--- config.mk ---
export PLATFORM = sky130hd
export DESIGN_NAME = flr_walker
export DESIGN_NICKNAME = d
export VERILOG_FILES = /design/src/flr_pkg.sv /design/src/flr_walker.sv
export SDC_FILE = /design/constraint.sdc
export NUM_CORES = 1
export LEC_CHECK = 0
export ABC_AREA = 1
export BUFFER_PORTS_ARGS = -buffer_cell sky130_fd_sc_hd__buf_2
export CAP_MARGIN = 30
export CORE_MARGIN = 10
export CORE_UTILIZATION = 47
export CTS_CLUSTER_SIZE = 24
export DETAILED_ROUTE_END_ITERATION = 6
export GPL_TIMING_DRIVEN = 0
export SLEW_MARGIN = 20
export SYNTH_ARGS = -nofsm -noshare
export SYNTH_HDL_FRONTEND = slang
export SYNTH_SLANG_ARGS = --single-unit
--- constraint.sdc ---
create_clock -name i_clk -period 6 [get_ports i_clk]
set_clock_uncertainty 0.1 [all_clocks]
set_input_delay 1.2 -clock i_clk [delete_from_list [all_inputs] [get_ports i_clk]]
set_output_delay 1.2 -clock i_clk [all_outputs]
set_load 0.02 [all_outputs]
--- src/flr_pkg.sv ---
// ----------------------------------------------------------------------------
// flr_pkg
// Shared types and constants for the page framebuffer line rasterizer.
// ----------------------------------------------------------------------------
package flr_pkg;

    localparam int PAGE_ROWS = 8;
    localparam int IN_COORD_W = 12;
    localparam int INDEX_W = 10;

    typedef enum logic [1:0] {
        OP_CLEAR = 2'd0,
        OP_LINE  = 2'd1,
        OP_READ  = 2'd2
    } t_op;

    typedef struct packed {
        logic pix_valid;
        logic last;
    } t_walk_stat;

endpackage

--- src/flr_walker.sv ---
// ----------------------------------------------------------------------------
// flr_walker
// Bresenham line walker: orders the endpoints, then emits one pixel a cycle.
// ----------------------------------------------------------------------------
module flr_walker #(
    parameter int CW = 12
) (
    input  logic                  i_clk,
    input  logic                  i_rst_n,
    input  logic                  i_start,
    input  logic signed [CW-1:0]  i_ax,
    input  logic signed [CW-1:0]  i_ay,
    input  logic signed [CW-1:0]  i_bx,
    input  logic signed [CW-1:0]  i_by,
    output flr_pkg::t_walk_stat   o_stat,
    output logic signed [CW-1:0]  o_pix_x,
    output logic signed [CW-1:0]  o_pix_y
);
    import flr_pkg::*;

    localparam int DW = CW + 1;
    localparam int EW = CW + 2;

    typedef enum logic [1:0] {
        W_IDLE,
        W_ORDER,
        W_PREP,
        W_STEP
    } t_wstate;

    t_wstate r_state;

    logic signed [CW-1:0] r_ax, r_ay, r_bx, r_by;
    logic signed [CW-1:0] r_amaj, r_amin, r_bmaj, r_bmin;
    logic                 r_steep;
    logic signed [EW-1:0] r_dx, r_dy, r_err;
    logic                 r_neg;

    logic signed [DW-1:0] dxs, dys, adx, ady;
    logic                 steep;
    logic signed [CW-1:0] ma, na, mb, nb;
    logic signed [DW-1:0] dmaj, dmin, admin;
    logic signed [EW-1:0] e1;
    logic                 last;

    always_comb begin
        dxs = DW'(r_bx) - DW'(r_ax);
        dys = DW'(r_by) - DW'(r_ay);
        adx = (dxs < 0) ? -dxs : dxs;
        ady = (dys < 0) ? -dys : dys;
        steep = ady > adx;
        ma = steep ? r_ay : r_ax;
        na = steep ? r_ax : r_ay;
        mb = steep ? r_by : r_bx;
        nb = steep ? r_bx : r_by;
        dmaj = DW'(r_bmaj) - DW'(r_amaj);
        dmin = DW'(r_bmin) - DW'(r_amin);
        admin = (dmin < 0) ? -dmin : dmin;
        e1 = r_err - r_dy;
        last = r_amaj == r_bmaj;
    end

    always_ff @(posedge i_clk) begin
        if (!i_rst_n) begin
            r_state <= W_IDLE;
        end else begin
            case (r_state)
                W_IDLE: begin
                    if (i_start) begin
                        r_ax <= i_ax;
                        r_ay <= i_ay;
                        r_bx <= i_bx;
                        r_by <= i_by;
                        r_state <= W_ORDER;
                    end
                end
                W_ORDER: begin
                    r_steep <= steep;
                    if (ma > mb) begin
                        r_amaj <= mb;
                        r_amin <= nb;
                        r_bmaj <= ma;
                        r_bmin <= na;
                    end else begin
                        r_amaj <= ma;
                        r_amin <= na;
                        r_bmaj <= mb;
                        r_bmin <= nb;
                    end
                    r_state <= W_PREP;
                end
                W_PREP: begin
                    r_dx <= EW'(dmaj);
                    r_dy <= EW'(admin);
                    r_err <= EW'(dmaj) >>> 1;
                    r_neg <= r_amin > r_bmin;
                    r_state <= W_STEP;
                end
                W_STEP: begin
                    if (last) begin
                        r_state <= W_IDLE;
                    end else begin
                        r_amaj <= r_amaj + CW'(1);
                        if (e1 < 0) begin
                            r_amin <= r_neg ? r_amin - CW'(1) : r_amin + CW'(1);
                            r_err <= e1 + r_dx;
                        end else begin
                            r_err <= e1;
                        end
                    end
                end
                default: begin
                    r_state <= W_IDLE;
                end
            endcase
        end
    end

    assign o_stat.pix_valid = r_state == W_STEP;
    assign o_stat.last = last;
    assign o_pix_x = r_steep ? r_amin : r_amaj;
    assign o_pix_y = r_steep ? r_amaj : r_amin;

endmodule

==> results of run 1 <==
==> cells in the mapped netlist <==
cell	instances	area, sq um
sky130_fd_sc_hd__a211oi_1	2	15.0
sky130_fd_sc_hd__a21boi_0	3	22.5
sky130_fd_sc_hd__a21o_1	11	82.6
sky130_fd_sc_hd__a21oi_1	66	330
sky130_fd_sc_hd__a221oi_1	1	8.76
sky130_fd_sc_hd__a31oi_1	8	50.1
sky130_fd_sc_hd__and2_1	19	119
sky130_fd_sc_hd__buf_1	5	18.8
sky130_fd_sc_hd__buf_2	15	75.1
sky130_fd_sc_hd__buf_4	3	22.5
sky130_fd_sc_hd__buf_6	1	11.3
sky130_fd_sc_hd__clkbuf_1	21	78.8
sky130_fd_sc_hd__clkinv_1	1	3.75
sky130_fd_sc_hd__dfxtp_1	2	40.0
sky130_fd_sc_hd__edfxtp_1	138	4140
sky130_fd_sc_hd__fa_1	7	140
sky130_fd_sc_hd__ha_1	118	1480
sky130_fd_sc_hd__inv_1	219	822
sky130_fd_sc_hd__inv_2	1	3.75
sky130_fd_sc_hd__nand2_1	494	1850
sky130_fd_sc_hd__nand3_1	182	911
sky130_fd_sc_hd__nand3_2	1	10.0
sky130_fd_sc_hd__nand3b_1	7	52.6
sky130_fd_sc_hd__nand4_1	67	419
sky130_fd_sc_hd__nor2_1	91	342
sky130_fd_sc_hd__nor2_4	1	11.3
sky130_fd_sc_hd__nor3_1	21	105
sky130_fd_sc_hd__o211ai_1	2	15.0
sky130_fd_sc_hd__o21a_1	13	97.6
sky130_fd_sc_hd__o21ai_0	72	360
sky130_fd_sc_hd__o21ai_1	19	95.1
sky130_fd_sc_hd__o21bai_1	11	82.6
sky130_fd_sc_hd__o22ai_1	1	6.26
sky130_fd_sc_hd__o31ai_1	2	15.0
sky130_fd_sc_hd__or2_2	3	18.8
sky130_fd_sc_hd__xnor2_1	20	175
sky130_fd_sc_hd__xor2_1	45	394
==> worst reg2reg max path, delay by kind of cell (launching register included) <==
family                   cells  cell delay [ps]
AO/OA/AOI/OAI                2              250
adder cells (fa/ha/maj)      4             1140
buffers and inverters        7              920
flip-flops                   1              390
AND/OR/NAND/NOR             28             2690
==> stage by stage <==
stage                     worst slack, ps  TNS, ps  utilization [%]  hold WS [ps]
after floorplan                       716        0                -           390
after global placement               -617   -21990             50.8           422
after detailed placement             -634   -23650             51.1           432
after CTS                            10.9        0             54.0           441
after global routing                -70.8    -1380             55.9           502
final                                 275        0             55.9           432
==> cells in the final DEF, fill, tap and decap left out, types with 6 or more instances in the layout <==
cell type	n
sky130_fd_sc_hd__and2_4	7
sky130_fd_sc_hd__a21oi_1	61
sky130_fd_sc_hd__xnor2_1	19
sky130_fd_sc_hd__buf_2	83
sky130_fd_sc_hd__xor2_1	43
sky130_fd_sc_hd__nand4_1	67
sky130_fd_sc_hd__ha_1	111
sky130_fd_sc_hd__o21a_1	13
sky130_fd_sc_hd__o21bai_1	11
sky130_fd_sc_hd__nand2_1	477
sky130_fd_sc_hd__edfxtp_1	138
sky130_fd_sc_hd__clkbuf_1	13
sky130_fd_sc_hd__clkbuf_16	19
sky130_fd_sc_hd__o21ai_0	71
sky130_fd_sc_hd__o21ai_1	20
sky130_fd_sc_hd__nand3b_1	7
sky130_fd_sc_hd__nand3_1	175
sky130_fd_sc_hd__inv_1	218
sky130_fd_sc_hd__fa_1	6
sky130_fd_sc_hd__a31oi_1	8
sky130_fd_sc_hd__nor2_2	7
sky130_fd_sc_hd__nand2_2	14
sky130_fd_sc_hd__nor3_1	18
sky130_fd_sc_hd__buf_4	30
sky130_fd_sc_hd__nor2_1	82
sky130_fd_sc_hd__buf_6	9
sky130_fd_sc_hd__and2_1	12
sky130_fd_sc_hd__nand3_2	6
sky130_fd_sc_hd__a21o_1	11
==> state kept, by name (all words and copies together) (netlist names) <==
name,cells
r_dx,13
r_bmin,12
r_bmaj,12
r_amaj,12
r_state,2
r_ax,12
r_amin,12
r_neg,1
r_err,14
r_steep,1
r_by,12
r_bx,12
r_dy,13
r_ay,12
==> routing by layer <==
layer  wire [microns]  track usage (%)
met1            16000             26.6
met2            19600             41.4
met3             2070             3.44
met4             2100             12.5
met5               13                0
==> kinds of logic (layout without fill, tap and decap cells) <==
family | count (synthesis) | in the layout | synth area share [%]
xor+xnor | 65 | 65 | 4.58
flops | 140 | 140 | 33.7
simple gates | 886 | 886 | 30.9
buf+inv | 266 | 407 | 8.33
compound gates | 211 | 211 | 9.50
fa+ha+maj | 125 | 125 | 13.0
==> what timing repair did <==
action                                  CTS  global route
setup buffers                             4            20
pin swaps                                 1            27
hold buffers                              0             0
gates cloned                              1             3
gates resized for setup                  37            78
endpoints found under the setup margin   48            48
==> cell type report <==
| class | instances | area [sq um] | area share [%] |
|---|---|---|---|
| Multi-Input combinational cell | 1287 | 7480 | 51.4 |
| Sequential cell | 140 | 4180 | 28.7 |
| Inverter | 221 | 830 | 5.70 |
| Timing Repair Buffer | 109 | 719 | 4.94 |
| Clock buffer | 17 | 425 | 2.92 |
| Tap cell | 335 | 419 | 2.88 |
| Buffer | 45 | 308 | 2.11 |
| Clock inverter | 15 | 190 | 1.31 |
==> worst max-delay path by stage <==
stage / endpoint / from / depth (start not counted) / slack, ps
floorplan: r_amin[10]$_DFFE_PP_ / r_ax[0]$_DFFE_PP_ / 37 / 720
global placement: r_amaj[4]$_DFFE_PP_ / r_by[0]$_DFFE_PP_ / 38 / -620
detailed placement: r_amaj[4]$_DFFE_PP_ / r_by[0]$_DFFE_PP_ / 38 / -630
CTS: r_amin[10]$_DFFE_PP_ / r_ay[0]$_DFFE_PP_ / 39 / 10
global route: r_amaj[4]$_DFFE_PP_ / r_bx[0]$_DFFE_PP_ / 37 / -70
finish: r_amin[6]$_DFFE_PP_ / r_by[0]$_DFFE_PP_ / 41 / 270
==> impl_results.rst, run 1 <==
.. list-table::
   :header-rows: 1

   * - Metric
     - Value
   * - Synth Warn #
     - 0
   * - Nature of the critical path startpoint
     - register
   * - Number of register bits inferred by synthesis
     - 140
   * - Max-cap violation count
     - 0
   * - Crit path arrival time
     - between 5000 and 6000 ps
   * - Final period utilization
     - a little over nine tenths
   * - Die ar.
     - around 33000 sq um
   * - First-pass iteration count of the detailed router
     - 6
   * - Number of instances in the synthesized netlist
     - approximately 1.7k
   * - Worst-path cell with the longest stage delay
     - sky130_fd_sc_hd__edfxtp_1
   * - GRT Resource Usage Total
     - between 20% and 30%
   * - Post-synthesis area per instance
     - approximately 7.3 sq um
   * - Register-to-register setup slack
     - around 270 ps
   * - GP Congestion
     - 0.959
   * - Post-layout net count
     - 1997
   * - Initial DRC count
     - between 800 and 900
   * - Fin crit period
     - 5730 ps
   * - Dpl cells
     - about 2.1k
   * - Max-slew violation count
     - 0
   * - Part of the Yosys area used for sequential elements
     - 33.7%
   * - Width of the die
     - 183 microns
   * - Tightest Hold Check Type
     - reg -> reg
   * - Antenna fix cells
     - 0
   * - Total clock buffers created by CTS
     - 17
   * - Clock latency of the later-clocked register in the worst-skew pair
     - approximately 440 ps
   * - Post-synthesis net count
     - 1869
   * - Number of antenna-violating nets in the routed design
     - 0
   * - Max frequency
     - roughly 170 MHz
   * - I/O pin count
     - 77
   * - Max incr delay on CP
     - 390 ps
   * - Endpoints failing hold
     - 0
   * - Share of post-route cells with drive strength above 1
     - 12.9%
   * - Hold endpoint
     - r_state[1]$_SDFFE_PN0P_
   * - Register-to-Register Path Depth
     - between 40 and 50
   * - Initial antenna violation count
     - 1
   * - Cell class contributing the biggest share of worst-path delay
     - simple AND/OR/NAND/NOR gates
   * - Required @ worst endpoint
     - 6090 ps
   * - Largest net degree at the start of global routing
     - 28
   * - Worst Hold Depth
     - 2
   * - Setup violation total in the final timing report
     - 0
   * - Num rows
     - 59
   * - Remaining global-route overflow
     - 0
   * - Port Buffers
     - 76
   * - Initial core utilization
     - a little under half
   * - Global-route wire length before repair
     - 61.4 mm
   * - Post-synthesis instance area
     - between 10000 and 15000 sq um
   * - Worst Path Buf+Inv
     - 7
   * - Aggregate routed wire length
     - 39.8 mm
   * - Clock transition at the registers of the reported paths
     - 70 ps
   * - Via count of the first global-routing pass
     - 11.8k
   * - Htree depth
     - 4
   * - Buffer cell driving the clock tree root
     - sky130_fd_sc_hd__clkbuf_16
   * - RR Startpoint
     - r_by[0]$_DFFE_PP_
   * - CTS tree
     - built
   * - DRC violations left
     - 0
   * - Clock Sink Count
     - 140
   * - Count of unique library cells instantiated by Yosys
     - 37
   * - Floorplan die height
     - 183 microns
   * - Transition at the pin with the smallest max-transition slack
     - around 760 ps
   * - Half-perimeter wire length of the detailed placement result
     - 31.8 mm
   * - CP dominant cell by count
     - sky130_fd_sc_hd__nand2_1
   * - Final standard cell count with taps included and fillers excluded
     - 2169
   * - Filler cell count
     - 2502
   * - Slew margin rel.
     - 49.6%
   * - Critical register-to-register path endpoint
     - r_amin[6]$_DFFE_PP_
   * - Clock Path Buffers
     - 2
   * - Origin of the worst min-delay path
     - r_state[1]$_SDFFE_PN0P_
   * - Critical path class
     - reg -> reg
   * - Routed via count
     - 11.9k
   * - Average via count per standard cell
     - 5.49
   * - Setup crit end kind
     - register
   * - Worst-path maximum fanout
     - 10
   * - Synth-to-layout area growth
     - 17.1%
   * - DP Area
     - 13300 sq um
   * - Final std cell area, no fill
     - 14600 sq um
   * - Detail-routed net length per standard cell
     - 18.3 microns
   * - Result of the run
     - finished clean
   * - Core ar.
     - between 20000 and 30000 sq um
Power of run 1 is left out: the tool's default activity adds up to more than one toggle a clock period on the data nets, which glitch-free logic cannot reach.
==> run 2, diff against run 1 <==
--- a/config.mk
+++ b/config.mk
@@ -8,11 +8,13 @@
 export ABC_AREA = 1
 export BUFFER_PORTS_ARGS = -buffer_cell sky130_fd_sc_hd__buf_2
 export CAP_MARGIN = 30
+export CORE_ASPECT_RATIO = 0.7
 export CORE_MARGIN = 10
 export CORE_UTILIZATION = 47
 export CTS_CLUSTER_SIZE = 24
 export DETAILED_ROUTE_END_ITERATION = 6
 export GPL_TIMING_DRIVEN = 0
+export PLACE_DENSITY = 0.68
 export SLEW_MARGIN = 20
 export SYNTH_ARGS = -nofsm -noshare
 export SYNTH_HDL_FRONTEND = slang
==> run 2 against run 1 <==
Sequential cell count stayed put. Clock-buffer cell count unchanged. Hold slack better by 8.9 ps. Routed wire length rose by 8.6%. First-iteration DRC count is 100% higher. Maximum frequency down 1.6%. Critical path depth shrank 5. Core utilization rose by 1.5 points.
==> impl_results.rst, run 2 (synthesized netlist as in run 1, its figures left out) <==
.. list-table::
   :header-rows: 1

   * - Metric
     - Value
   * - Filler cell count
     - around 2.4k
   * - Endpoints failing hold
     - 0
   * - Setup crit end kind
     - register
   * - Initial DRC count
     - roughly 1.6k
   * - Routed via count
     - around 13k
   * - Global-route wire length before repair
     - 64.3 mm
   * - Number of antenna-violating nets in the routed design
     - 0
   * - Buffer cell driving the clock tree root
     - sky130_fd_sc_hd__clkbuf_16
   * - Antenna fix cells
     - 0
   * - Critical path class
     - reg -> reg
   * - I/O pin count
     - 77
   * - Max-slew violation count
     - 0
   * - Nature of the critical path startpoint
     - register
   * - CP dominant cell by count
     - sky130_fd_sc_hd__nand2_2
   * - Total clock buffers created by CTS
     - 17
   * - Detail-routed net length per standard cell
     - a little under 20 microns
   * - Largest registers ranked by flip-flop count
     - r_err x14, r_dx x13, r_dy x13
   * - Core ar.
     - 25900 sq um
   * - Initial core utilization
     - 48.0%
   * - Floorplan die height
     - 156 microns
   * - Post-route setup TNS
     - 0 ps
   * - Width of the die
     - around 210 microns
   * - Max incr delay on CP
     - 560 ps
   * - Synth-to-layout area growth
     - 19.4%
   * - Number of buffers added to fix hold violations after cts
     - 0
   * - Slew margin rel.
     - 43.4%
   * - Share of post-route cells with drive strength above 1
     - 15.5%
   * - Fin crit period
     - 5820 ps
   * - Clock latency of the later-clocked register in the worst-skew pair
     - 450 ps
   * - Commonest cells after routing, fill and taps aside
     - sky130_fd_sc_hd__nand2_1 (458), sky130_fd_sc_hd__inv_1 (217), sky130_fd_sc_hd__nand3_1 (173)
   * - Worst setup slack after layout
     - around 180 ps
   * - Final period utilization
     - between 90 and 100%
   * - Die ar.
     - about 33000 sq um
   * - Port Buffers
     - 76
   * - Worst-path maximum fanout
     - 8
   * - Max-cap violation count
     - 0
   * - Clock transition at the registers of the reported paths
     - about 60 ps
   * - Max frequency
     - 172 MHz
   * - Number of flip-flops in the largest register
     - 14
   * - Via count of the first global-routing pass
     - ~11k
   * - Multi-input logic area
     - 7720 sq um
   * - Remaining global-route overflow
     - 0
   * - Initial antenna violation count
     - 0
   * - Largest net degree at the start of global routing
     - 29
   * - Result of the run
     - finished clean
   * - Crit path arrival time
     - 5910 ps
   * - Setup violation total in the final timing report
     - 0
   * - DRC violations left
     - 0
   * - First-pass iteration count of the detailed router
     - 6
   * - Top reg by flops
     - r_err
   * - Post-Place Setup Slack
     - -865 ps
   * - Num rows
     - 49
   * - Required @ worst endpoint
     - around 6100 ps
   * - Aggregate routed wire length
     - 43.2 mm
   * - Average via count per standard cell
     - 5.70
   * - Commonest non-fill, non-tap cell in the layout
     - sky130_fd_sc_hd__nand2_1
   * - Clock Sink Count
     - 140
   * - Half-perimeter wire length of the detailed placement result
     - 34.1 mm
   * - GP Congestion
     - 1.06
   * - Clock Path Buffers
     - 2
   * - Htree depth
     - 4
   * - Transition at the pin with the smallest max-transition slack
     - 849 ps
   * - Flip-flop and latch area
     - 4180 sq um
   * - Tightest Hold Check Type
     - reg -> reg
   * - Worst-path cell with the longest stage delay
     - sky130_fd_sc_hd__fa_2
   * - GRT Resource Usage Total
     - around 25%
   * - CTS tree
     - built
   * - Post-layout net count
     - approximately 2.0k
-- run 2: cell count changes in the layout (fill, tap and decap cells not counted), sizes merged --
cell / previous run / this run
bufinv: 3 / 1
clkinv: 6 / 10
buf: 133 / 142
clkbuf: 38 / 36
inv: 224 / 222
-- run 2: worst paths after layout --
kind                           startpoint                 endpoint  slack [ps]  cells after the start
setup / recovery        r_bx[0]$_DFFE_PP_     r_amin[11]$_DFFE_PP_         180                     36
hold / removal    r_state[1]$_SDFFE_PN0P_  r_state[1]$_SDFFE_PN0P_         440                      2
setup reg to reg        r_bx[0]$_DFFE_PP_     r_amin[11]$_DFFE_PP_         180                     36
hold reg to reg   r_state[1]$_SDFFE_PN0P_  r_state[1]$_SDFFE_PN0P_         440                      2
-- run 2: area by class of cell --
type | instances | area share [%]
Multi-Input combinational cell | 1287 | 52.1
Sequential cell | 140 | 28.2
Inverter | 221 | 5.59
Timing Repair Buffer | 116 | 5.17
Tap cell | 357 | 3.01
Clock buffer | 17 | 2.87
Buffer | 45 | 2.25
Clock inverter | 15 | 0.835
-- run 2: metal layers --
metal / vias up / global-route usage (%) / routed length [microns]
met5: - / 0 / 0
met4: 0 / 5.08 / 599
met3: 47 / 8.83 / 5630
met2: 662 / 32.0 / 16100
met1: 5853 / 37.9 / 20800
li1: 5976 / - / -
-- run 2: stage by stage --
step / hold slack, ps / utilization [%] / std cells / cell area, sq um
global placement: 421 / 51.2 / 2126 / 13300
detailed placement: 429 / 51.5 / 2130 / 13300
floorplan: 390 / - / 1693 / 12400
CTS: 438 / 54.4 / 2169 / 14100
global route: 471 / 57.3 / 2198 / 14800
finish: 441 / 57.3 / 2198 / 14800
-- run 2: timing repair --
item / CTS / global route
setup buffers: 6 / 26
hold endpoints to repair: 0 / 0
pin swaps: 4 / 53
cloned: 1 / 2
resized for setup: 50 / 126
setup endpoints to repair: 48 / 48
-- run 2: worst max-delay path: cells and delay by family (launching register included) --
family | cells | cell delay (ps)
adders and majority gates | 5 | 1540
buffers and inverters | 6 | 630
and+or+nand+nor | 23 | 2580
DFF | 1 | 370
AOI/OAI and AO/OA | 2 | 320
Power of run 2 is left out for the same reason.
==> run 3, diff against run 2 <==
--- a/config.mk
+++ b/config.mk
@@ -10,11 +10,11 @@
 export CAP_MARGIN = 30
 export CORE_ASPECT_RATIO = 0.7
 export CORE_MARGIN = 10
-export CORE_UTILIZATION = 47
+export CORE_UTILIZATION = 45
 export CTS_CLUSTER_SIZE = 24
 export DETAILED_ROUTE_END_ITERATION = 6
 export GPL_TIMING_DRIVEN = 0
-export PLACE_DENSITY = 0.68
+export PLACE_DENSITY = 0.66
 export SLEW_MARGIN = 20
 export SYNTH_ARGS = -nofsm -noshare
 export SYNTH_HDL_FRONTEND = slang
==> run 3 against run 2 <==
The run now ends with design-rule violations left. Clock-buffer cell count grew 1. Hold slack lost 5.0 ps. First-iteration DRC count shrank 3.4%. Non-clock buffer count grew 7. Critical path depth grew 1. Core utilization shrank 2.7 points. Routed wire length grew 1.0%. Worst setup slack gained 22 ps. Via count shrank 1.4%. Critical path type unchanged. Highest routed layer unchanged.
==> impl_results.rst, run 3 (synthesized netlist as in run 1, its figures left out) <==
.. list-table::
   :header-rows: 1

   * - Metric
     - Value
   * - Result of the run
     - finished with violations
   * - Violations in the final reports
     - design-rule violations
   * - Flip-flop and latch area
     - 4180 sq um
   * - Final std cell area, no fill
     - 14700 sq um
   * - Initial DRC count
     - around 1.6k
   * - Setup violation total in the final timing report
     - 0
   * - Transition at the pin with the smallest max-transition slack
     - 795 ps
   * - Aggregate routed wire length
     - 43.6 mm
   * - Clock latency of the later-clocked register in the worst-skew pair
     - 440 ps
   * - Critical Path Source
     - r_ay[0]$_DFFE_PP_
   * - Setup crit end kind
     - register
   * - Worst-path maximum fanout
     - 10
   * - Hold endpoint
     - r_state[1]$_SDFFE_PN0P_
   * - RR Startpoint
     - r_ay[0]$_DFFE_PP_
   * - Buffer cell driving the clock tree root
     - sky130_fd_sc_hd__clkbuf_16
   * - Number of flip-flops in the largest register
     - 14
   * - Fin crit period
     - 5800 ps
   * - Origin of the worst min-delay path
     - r_state[1]$_SDFFE_PN0P_
   * - GP Congestion
     - 1.02
   * - Max-cap violation count
     - 0
   * - Worst Hold Depth
     - 2
   * - Via count of the first global-routing pass
     - 10.9k
   * - Fraction of met3 tracks used by global routing
     - roughly a tenth
   * - Average via count per standard cell
     - between 5 and 6
   * - Endpoints failing hold
     - 0
   * - Max-slew violation count
     - 0
   * - Met1 GRT Util
     - 37.9%
   * - Initial core utilization
     - between 40 and 50%
   * - Synth-to-layout area growth
     - 18.6%
   * - Tightest Hold Check Type
     - reg -> reg
   * - Post-layout net count
     - 2012
   * - Clock Path Buffers
     - 2
   * - Nature of the critical path startpoint
     - register
   * - Commonest cells after routing, fill and taps aside
     - sky130_fd_sc_hd__nand2_1 (471), sky130_fd_sc_hd__inv_1 (217), sky130_fd_sc_hd__nand3_1 (170)
   * - Post-route setup TNS
     - 0 ps
   * - Register-to-Register Path Depth
     - 37
   * - Clock Sink Count
     - 140
   * - Die ar.
     - between 30000 and 40000 sq um
   * - First-pass iteration count of the detailed router
     - 7
   * - Max frequency
     - 173 MHz
   * - Detail-routed net length per standard cell
     - 19.7 microns
   * - Max incr delay on CP
     - 570 ps
   * - DP Area
     - 13300 sq um
   * - I/O pin count
     - 77
   * - Critical register-to-register path endpoint
     - r_amaj[3]$_DFFE_PP_
   * - Clock transition at the registers of the reported paths
     - around 70 ps
   * - Crit path arrival time
     - 5890 ps
   * - Initial antenna violation count
     - 0
   * - Core ar.
     - 27000 sq um
   * - Port Buffers
     - 76
   * - Worst-path cell with the longest stage delay
     - sky130_fd_sc_hd__fa_2
   * - Filler cell count
     - between 2k and 3k
   * - Largest registers ranked by flip-flop count
     - r_err x14, r_dx x13, r_dy x13
   * - Slew margin rel.
     - 47.0%
   * - Remaining global-route overflow
     - 0
   * - Critical path class
     - reg -> reg
   * - Total clock buffers created by CTS
     - 17
   * - Required @ worst endpoint
     - 6090 ps
   * - CP dominant cell by count
     - sky130_fd_sc_hd__nand2_1
   * - Htree depth
     - 4
   * - Antenna fix cells
     - 0
   * - CTS tree
     - built
   * - Floorplan die height
     - 159 microns
   * - Routed via count
     - 12.4k
   * - Most crowded layer after global routing
     - met1
   * - Width of the die
     - about 220 microns
   * - Num rows
     - 50
   * - Global-route wire length before repair
     - 64.4 mm
   * - Multi-input logic area
     - 7650 sq um
   * - Half-perimeter wire length of the detailed placement result
     - 34.9 mm
   * - Final period utilization
     - around 97%
   * - Commonest non-fill, non-tap cell in the layout
     - sky130_fd_sc_hd__nand2_1
   * - Met2 track demand over resource
     - 29.5%
   * - Largest net degree at the start of global routing
     - 28
   * - GRT Resource Usage Total
     - 24.2%
   * - Top reg by flops
     - r_err
   * - DRC violations left
     - 2
   * - Share of post-route cells with drive strength above 1
     - between 10 and 15%
   * - Register-to-register setup slack
     - 200 ps
   * - Number of antenna-violating nets in the routed design
     - 0
-- run 3: how the worst max path moves through the flow --
stage | end | slack (ps) | depth (start not counted)
6_report | r_amaj[3]$_DFFE_PP_ | 200 | 37
5_1_grt | r_amaj[2]$_DFFE_PP_ | -50 | 37
4_1_cts | r_amaj[1]$_DFFE_PP_ | 6 | 37
3_5_place_dp | r_amaj[3]$_DFFE_PP_ | -850 | 37
3_3_place_gp | r_amaj[3]$_DFFE_PP_ | -820 | 37
2_1_floorplan | r_amin[10]$_DFFE_PP_ | 720 | 37
-- run 3: worst max-delay path, delay by kind of cell, from the launching register on --
family	cells	cell delay [ps]
adder cells (fa/ha/maj)	5	1500
buffers and inverters	7	720
AO/OA/AOI/OAI	1	190
AND/OR/NAND/NOR	24	2510
flip-flops	1	460
-- run 3: area by class of cell --
| type | count | share of cell area, % |
|---|---|---|
| buffer | 45 | 2.11 |
| clock buffer | 18 | 2.91 |
| clock inverter | 14 | 0.552 |
| inverter | 221 | 5.63 |
| multi-input combinational | 1288 | 51.9 |
| sequential | 140 | 28.4 |
| tap | 364 | 3.09 |
| timing repair buffer | 123 | 5.40 |
-- run 3: through the flow --
step | instances | utilization (%) | hold WS (ps) | worst slack (ps)
6_report | 2213 | 54.6 | 436 | 204
5_1_grt | 2213 | 54.6 | 476 | -46.1
4_1_cts | 2178 | 52.2 | 444 | 6.33
3_5_place_dp | 2138 | 49.5 | 436 | -855
3_3_place_gp | 2133 | 49.2 | 425 | -817
2_1_floorplan | 1693 | - | 390 | 716
-- run 3: timing repair --
action                                  CTS  global route
gates cloned                              1             3
hold buffers                              0             0
gates resized for setup                  47           101
endpoints found under the setup margin   48            48
pin swaps                                 5            36
setup buffers                             7            32
-- run 3: metal layers --
| layer | share of wire, % | vias to the layer above |
|---|---|---|
| met5 | 0 | - |
| met4 | 0.98 | 0 |
| met3 | 14 | 27 |
| met2 | 37 | 629 |
| met1 | 48 | 5727 |
| li1 | - | 5980 |
Power of run 3 is left out for the same reason.
